--- config.mk ---
export PLATFORM = sky130hd
export DESIGN_NAME = whitened_convolutional_interleaver
export DESIGN_NICKNAME = d
export VERILOG_FILES = /design/src/hw/rtl/wci_pkg.sv /design/src/hw/rtl/whitened_convolutional_interleaver.sv /design/src/hw/rtl/wci_encoder.sv /design/src/hw/rtl/wci_interleaver.sv
export SDC_FILE = /design/constraint.sdc
export NUM_CORES = 1
export LEC_CHECK = 0
export ABC_AREA = 0
export BUFFER_PORTS_ARGS = -buffer_cell sky130_fd_sc_hd__buf_2
export CORE_ASPECT_RATIO = 1.1
export CORE_MARGIN = 1
export CORE_UTILIZATION = 40
export DETAILED_ROUTE_END_ITERATION = 12
export HOLD_SLACK_MARGIN = 0.05
export PLACE_DENSITY_LB_ADDON = 0.15
export RECOVER_POWER = 50
export SLEW_MARGIN = 20
export SYNTH_ARGS = -nofsm -noshare
export SYNTH_HDL_FRONTEND = slang
export SYNTH_HIERARCHICAL = 1
export SYNTH_SLANG_ARGS = --single-unit
export TNS_END_PERCENT = 50
--- constraint.sdc ---
create_clock -name i_clk -period 3.85 [get_ports i_clk]
set_input_delay 0.385 -clock i_clk [delete_from_list [all_inputs] [get_ports i_clk]]
set_output_delay 0.385 -clock i_clk [all_outputs]
set_load 0.02 [all_outputs]
--- src/hw/rtl/wci_pkg.sv ---
// ----------------------------------------------------------------------------
// wci_pkg
// shared widths and the encoder symbol table for the whitened
// convolutional interleaver
// ----------------------------------------------------------------------------
package wci_pkg;

    localparam int BYTE_W  = 8;
    localparam int STATE_W = 3;
    localparam int SYM_W   = 2;
    localparam int DATA_W  = 2 * BYTE_W;
    localparam int WORD_W  = DATA_W * SYM_W;
    localparam int GRID_N  = 4;

    typedef logic [BYTE_W-1:0]  t_byte;
    typedef logic [STATE_W-1:0] t_trellis;
    typedef logic [SYM_W-1:0]   t_sym;
    typedef logic [WORD_W-1:0]  t_word;

    // symbol for index {state, data bit}
    localparam t_sym SYM_TABLE [0:15] = '{
        2'd0, 2'd3,
        2'd1, 2'd2,
        2'd3, 2'd0,
        2'd2, 2'd1,
        2'd3, 2'd0,
        2'd2, 2'd1,
        2'd0, 2'd3,
        2'd1, 2'd2
    };

endpackage

--- src/hw/rtl/whitened_convolutional_interleaver.sv ---
// ----------------------------------------------------------------------------
// whitened_convolutional_interleaver
// whitens a byte pair, convolutionally encodes it and interleaves the
// 32 coded bits into one word
// ----------------------------------------------------------------------------
// One item per clock, sustained while the output side keeps m_axis_tready
// high: a pair is whitened and registered in the input stage on acceptance,
// then encoded and interleaved from that stage into the output register,
// where the word sits until it is taken. The trellis state register
// is the only carried state; it
// advances at acceptance from the low three whitened bits of the second
// byte and clears after an item flagged with tlast. Output tlast marks the
// word of that final pair.
module whitened_convolutional_interleaver (
    input  logic                 i_clk,
    input  logic                 i_rst_n,
    input  logic                 s_axis_tvalid,
    output logic                 s_axis_tready,
    // first_byte, second_byte, first_whiten, second_whiten
    input  logic [31:0]          s_axis_tdata,
    input  logic                 s_axis_tlast,
    output logic                 m_axis_tvalid,
    input  logic                 m_axis_tready,
    // coded_word
    output wci_pkg::t_word       m_axis_tdata,
    output logic                 m_axis_tlast
);
    import wci_pkg::*;

    logic     w_s_acc;
    logic     w_adv1;
    t_byte    w_first;
    t_byte    w_second;
    t_word    w_coded;
    t_word    w_word;

    t_trellis r_trellis;
    t_trellis n_trellis;
    logic     r_v1;
    t_byte    r_first;
    t_byte    r_second;
    t_trellis r_st1;
    logic     r_last1;
    logic     r_v2;
    t_word    r_word;
    logic     r_end;

    assign w_first  = s_axis_tdata[7:0]   ^ s_axis_tdata[23:16];
    assign w_second = s_axis_tdata[15:8]  ^ s_axis_tdata[31:24];

    assign w_adv1        = !r_v2 || m_axis_tready;
    assign s_axis_tready = !r_v1 || w_adv1;
    assign w_s_acc       = s_axis_tvalid && s_axis_tready;

    assign n_trellis = s_axis_tlast ? '0 : w_second[STATE_W-1:0];

    always_ff @(posedge i_clk) begin
        if (!i_rst_n) begin
            r_trellis <= '0;
            r_v1      <= 1'b0;
            r_v2      <= 1'b0;
        end else begin
            if (w_s_acc) begin
                r_trellis <= n_trellis;
            end
            if (s_axis_tready) begin
                r_v1 <= s_axis_tvalid;
            end
            if (w_adv1) begin
                r_v2 <= r_v1;
            end
        end
    end

    // payload registers
    always_ff @(posedge i_clk) begin
        if (w_s_acc) begin
            r_first  <= w_first;
            r_second <= w_second;
            r_st1    <= r_trellis;
            r_last1  <= s_axis_tlast;
        end
        if (w_adv1 && r_v1) begin
            r_word <= w_word;
            r_end  <= r_last1;
        end
    end

    wci_encoder u_encoder (
        .i_first  (r_first),
        .i_second (r_second),
        .i_state  (r_st1),
        .o_coded  (w_coded)
    );

    wci_interleaver u_interleaver (
        .i_coded (w_coded),
        .o_word  (w_word)
    );

    assign m_axis_tvalid = r_v2;
    assign m_axis_tdata  = r_word;
    assign m_axis_tlast  = r_end;

    a_state_clear : assert property (@(posedge i_clk) disable iff (!i_rst_n)
        (w_s_acc && s_axis_tlast) |=> (r_trellis == '0))
        else $error("trellis state not cleared after last pair");

    a_state_next : assert property (@(posedge i_clk) disable iff (!i_rst_n)
        (w_s_acc && !s_axis_tlast) |=>
            (r_trellis == $past(s_axis_tdata[10:8] ^ s_axis_tdata[26:24])))
        else $error("trellis state did not advance from second byte");

    a_stage_hold : assert property (@(posedge i_clk) disable iff (!i_rst_n)
        (r_v1 && !w_adv1) |=> (r_v1 && $stable(r_st1) && $stable(r_last1)))
        else $error("stalled item lost in input stage");

    a_accept_fill : assert property (@(posedge i_clk) disable iff (!i_rst_n)
        w_s_acc |=> r_v1)
        else $error("accepted item not held in input stage");

endmodule

--- src/hw/rtl/wci_encoder.sv ---
// ----------------------------------------------------------------------------
// wci_encoder
// rate one-half, constraint-length-four encoder over one whitened byte
// pair, msb first, starting from the given trellis state
// ----------------------------------------------------------------------------
module wci_encoder (
    input  wci_pkg::t_byte    i_first,
    input  wci_pkg::t_byte    i_second,
    input  wci_pkg::t_trellis i_state,
    output wci_pkg::t_word    o_coded
);
    import wci_pkg::*;

    // state bits followed by the data bits, oldest at the top
    logic [STATE_W+DATA_W-1:0] w_window;

    assign w_window = {i_state, i_first, i_second};

    // each symbol sees the three bits before its own data bit
    for (genvar g = 0; g < DATA_W; g++) begin : g_sym
        assign o_coded[WORD_W-1-SYM_W*g -: SYM_W] =
            SYM_TABLE[w_window[STATE_W+DATA_W-1-g -: STATE_W+1]];
    end

endmodule

--- src/hw/rtl/wci_interleaver.sv ---
// ----------------------------------------------------------------------------
// wci_interleaver
// 4x4 interleave of two-bit symbols across one coded word
// ----------------------------------------------------------------------------
module wci_interleaver (
    input  wci_pkg::t_word i_coded,
    output wci_pkg::t_word o_word
);
    import wci_pkg::*;

    for (genvar k = 0; k < GRID_N * GRID_N; k++) begin : g_sym
        localparam int SRC = 4 * SYM_W * (k % GRID_N) + SYM_W * (k / GRID_N);
        assign o_word[WORD_W-1-SYM_W*k -: SYM_W] = i_coded[SRC +: SYM_W];
    end

endmodule

---- Yosys cells after proc, flatten, opt, wreduce, memory -nomap -nowiden ----
Memory sizes are Yosys's and may differ from the RTL's. A register that Yosys moved wholly into a read port is not among the register bits.
Index checks and enable logic that the tools add are counted.
word-level totals
  bits in writable memories ............... 0
  logic and storage cells ................. 49
  memories ................................ 16
  input bits .............................. 37
  output and inout port bits .............. 35
  flip-flop bits (word level) ............. 26
  bits in read-only memories .............. 512
  bits in latches ......................... 0
memory list
  name              depth  width  read ports  clocked after Yosys merged registers in  write ports  line               RTL
  (no name shown)   16     2      1           1                                        0            wci_encoder.sv:22  SYM_TABLE[w_window[STATE_W+DATA_W-1-g -: STATE_W+1]];
  (no name shown)   16     2      1           1                                        0            wci_encoder.sv:22
  (no name shown)   16     2      1           1                                        0            wci_encoder.sv:22
  (no name shown)   16     2      1           1                                        0            wci_encoder.sv:22
  (no name shown)   16     2      1           1                                        0            wci_encoder.sv:22
  (no name shown)   16     2      1           1                                        0            wci_encoder.sv:22
  10 more memories  n/a    n/a    n/a         n/a                                      n/a          n/a
operators by class
  multiplexer cells ....................... 1
  shifts and indexed selects .............. 0
  multiply operators ...................... 0
  eq/ne operators ......................... 0
  add/subtract/negate cells ............... 0
  divide/modulo/power cells ............... 0
  reductions and logical operators ........ 6
  bitwise logic cells ..................... 18
  $lt $le $gt $ge ......................... 0
operators with widths
  operator                          number
  4-bit inverter with 5-bit output  16
  8-bit bitwise XOR                 2
  3-bit 2-to-1 mux                  1
  1-bit logical AND                 2
  1-bit logical NOT                 2
  1-bit logical OR                  2

---- Longest topological paths before layout ----
  depth after elaboration ................. 4
  depth in mapped cells ................... 5
  depth with buffers taken out ............ 4

---- Cells and area by module ----
The synthesis kept the hierarchy.
modules (own cells, without submodules)
  module                              times used  cells each  seq. area each (µm²)  area an instance (µm²)
  whitened_convolutional_interleaver  1           92          1691.6                1984.4
  wci_encoder                         1           97          0.0                   847.1
  wci_interleaver                     1           32          0.0                   240.2

---- Worst setup path before layout ----
OpenSTA, ideal clock, no wires.
  kind .................................... reg-to-reg
  start point ............................. register r_v2 (netlist: m_axis_tvalid)
  end point ............................... register r_word[0] (netlist: m_axis_tdata[0]), enable pin
  clock period less this slack ............ 2.483 ns
  path buffers ............................ 0
  arrival ................................. 2.056 ns
  path slack .............................. 1.367 ns
  stages on the path, launching flop included .. 3
  required time ........................... 3.423 ns
  setup time .............................. 0.427 ns
  cells stage by stage .................... dfxtp_1 nor2b_1 nor2b_1
between the ends
  word-level cells in the longest chain between the ends .. 3
ends and longest elaborated chain
  what                      line                                      RTL
  start: declaration        whitened_convolutional_interleaver.sv:44  logic r_v2;
  start signal: assignment  whitened_convolutional_interleaver.sv:70  r_v2 <= r_v1;
  1-bit logical NOT         whitened_convolutional_interleaver.sv:51  assign w_adv1 = !r_v2 || m_axis_tready;
  1-bit logical OR          whitened_convolutional_interleaver.sv:51
  1-bit logical AND         whitened_convolutional_interleaver.sv:83  if (w_adv1 && r_v1) begin
  end: declaration          whitened_convolutional_interleaver.sv:45  t_word r_word;
No other way between the ends.
A chain may end at the register's enable or synchronous reset.

---- Final worst setup path ----
  start point ............................. register r_v2 (netlist: m_axis_tvalid)
  end point ............................... register r_word[19] (netlist: m_axis_tdata[19]), enable pin
The elaborated chain is that of the path after synthesis.

==> impl_results.md <==
* CTS resizes at 0
* Post-synthesis area per instance at approximately 14 µm²
* Leakage power total at between 1 and 1.5 nW
* Warnings, synthesis at 6
* Routed vias/inst at between 4 and 5
* Cell with the biggest individual delay on the critical path: nor2b_4
* Arrival time reported for the critical path endpoint at roughly 1.5 ns
* WL/cell at between 10 and 15 µm
* Count of standard-cell rows at 33
* Minimum period implied by the final worst setup slack at around 1.6 ns
* Reg2Reg Launch Point: m_axis_tvalid$_SDFFE_PN0P_
* Slew Viols, Final at 0
* Largest net degree at the start of global routing at 34
* Detailed Route WL at around 4200 µm
* Postcts setup bufs at 0
* Tcrit/Tclk final at about two fifths
* Setup skew after layout at 0.00879 ns
* Max clock buf depth at 2
* Termination of the worst setup path: m_axis_tdata[19]$_DFFE_PP_
* Cell class contributing the biggest share of worst-path delay: simple AND/OR/NAND/NOR gates
* Overall die height at 93.9 µm
* Diode insertion count for antenna repair at 0
* IR drop worst, VDD at 171 µV
* Category of the worst setup path launch point: flip-flop
* Slew HR at between 30% and 40%
* Routed vias at around 1,600
* Capture point of the worst reg-to-reg path: m_axis_tdata[19]$_DFFE_PP_
* Initial Utilization at between 40% and 50%
* Fraction of final layout cells with drive strength greater than 1 at a little over a fifth
* DRC at 0
* Maximum cell stage delay along the critical path at 0.72 ns
* Post-layout net count at 330
* Top library cells by usage in the layout, fill and taps aside: 53 x edfxtp_1, 39 x buf_2, 34 x clkbuf_1, 24 x xor2_1, 24 x xnor2_1
* Least setup slack across all paths after layout at between 2 and 2.5 ns
* Grt total ovfl at 0
* Synthesized instance count at 221
* Critical path cell sequence: nor2b_1 -> nor2b_4
* Total number of H-tree levels at 3
* Summed instance area of the synthesized netlist at about 3000 µm²
* Die X-Extent at between 80 and 90 µm
* Total track usage at between 10% and 20%
* Commonest non-fill, non-tap cell in the layout: edfxtp_1
* DIE AREA at 8030 µm²
* Transition at the pin with the smallest max-transition slack at ~0.91 ns
* Worst setup startpoint: m_axis_tvalid$_SDFFE_PN0P_
* Cell at the root of the clock tree: clkbuf_8
* Synthesized netlist net count at 280
* Type of the tightest min-delay check: primary input to flip-flop
* Maximum clock frequency at 629 MHz
* # Max-Cap Violations at 0
* Core region area at about 7400 µm²
* Layout overhead on the synthesized area at 11.0%
* Hold buffer count at CTS at 0
* RSZ-0062 raised after global routing: false
* Req. time, crit path at 3.80 ns
* Largest driver fanout on the critical path at 33
* Number of global-route vias before repair at 1,506
* Top Ports at slightly above 70
* Crit. path cell count at 2
* Buf+Inv Stages, Crit Path at 0
* Final-layout setup total negative slack at 0 ns
* Portion of the post-synthesis area used by sequential elements at a little under three fifths
* GPL Wtd Cong at ~0.74
* 1st-pass router iterations at 4
* Place WS at between 2 and 2.5 ns
* Later-pin clock latency in the skew report at approximately 0.33 ns
* Fill cell total of the finished layout at just over 700
* Antenna violations before repair at 0
* Residual antenna-violating net count after detailed routing at 0
* Sink count of the clock tree at a little under 60
* Area of the multi-input gates at approximately 1000 µm²
* Reg2Reg Setup Slack at 2.26 ns
* Number of cell instances on the worst register-to-register path at 2
* Number of distinct library cell variants in the gate-level netlist after synthesis at 19
* Flip-flop and latch count after synthesis at just under 60
* Total power per unit cell area at 462 nW/µm²
* Critical Path Sink Type: flip-flop
* Count of final hold-check violations at 0
* Starting DRC count in detailed routing at 48
* Number of buffers inserted during clock tree synthesis at 9
* Final Setup Violations at 0
* Clock tree from TritonCTS: done
* Port bufs at 71
* Detailed-placement wirelength estimate at a little over 3000 µm
* First-pass GRT wire length at ~6500 µm
* Outcome: finished clean
* Clk pin slew, worst setup/hold paths at roughly 0.060 ns
* Setup CP Type: flip-flop to flip-flop
* Area taken by flip-flops and latches at 1690 µm²
* Overall power consumption at ~0.0016 W
[cells by family (layout without fill, tap and decap cells)]
group,count (synthesis),in the layout,share of synthesized area [%]
compound gates,2,2,0.611
xor+xnor,53,53,17.0
fa+ha+maj,22,22,8.96
buf+inv,50,105,10.0
flops,58,58,55.1
mux,14,14,4.56
simple gates,22,22,3.75
[flip-flops by register name (all words and copies together) (netlist names)]
signal / count
m_axis_tdata: 32
m_axis_tlast: 1
m_axis_tvalid: 1
r_first: 8
r_last1: 1
r_second: 8
r_st1: 3
r_trellis: 3
r_v1: 1
[through the flow]
step,utilization (%),std cells,hold slack (ns),instance area [µm²]
floorplan,-,221,0.400,3070
global placement,44.4,347,0.419,3300
detailed placement,44.4,347,0.417,3300
CTS,46.9,363,0.244,3490
global route,45.9,363,0.273,3410
finish,45.9,363,0.282,3410
[report_power, final]
part / total, W / internal [W] / switching, W
Sequential: 0.000802 / 0.000771 / 0.0000310
Combinational: 0.000267 / 0.000116 / 0.000151
Clock: 0.000507 / 0.000285 / 0.000222
[per-layer routing]
metal,vias to the layer above,global-route usage (%),part of all wire [%]
met5,-,0,0
met4,0,7.08,2.6
met3,9,3.95,4.7
met2,45,19.3,50
met1,717,11.9,43
li1,800,-,-
[worst min-delay path by stage]
stage	startpoint	endpoint	slack, ns	cells past startpoint
after global routing	s_axis_tlast	r_last1$_DFFE_PP_	0.27	1
after global placement	r_trellis[1]$_SDFFE_PN0P_	r_st1[1]$_DFFE_PP_	0.42	0
after detailed placement	r_last1$_DFFE_PP_	m_axis_tlast$_DFFE_PP_	0.42	0
after floorplan	r_last1$_DFFE_PP_	m_axis_tlast$_DFFE_PP_	0.40	0
after CTS	s_axis_tlast	r_last1$_DFFE_PP_	0.24	1
final	s_axis_tlast	r_last1$_DFFE_PP_	0.28	1
[area by class of cell]
type,count,share of cell area [%]
Multi-Input combinational cell,113,30.6
Clock inverter,2,0.293
Timing Repair Buffer,71,9.24
Sequential cell,58,49.6
Tap cell,87,3.19
Clock buffer,14,5.06
Inverter,18,1.98
[Yosys cell counts (all sizes together)]
cell / count / area [µm²]
a21boi: 1 / 11.3
and2b: 1 / 7.51
buf: 32 / 240
dfxtp: 5 / 100
edfxtp: 53 / 1590
ha: 22 / 275
inv: 18 / 67.6
mux2i: 14 / 140
nand2: 7 / 33.8
nand3b: 1 / 20.0
nor2: 11 / 41.3
nor2b: 2 / 12.5
o21a: 1 / 7.51
xnor2: 24 / 218
xnor3: 1 / 22.5
xor2: 28 / 283
(Power assumes the default switching activity.)
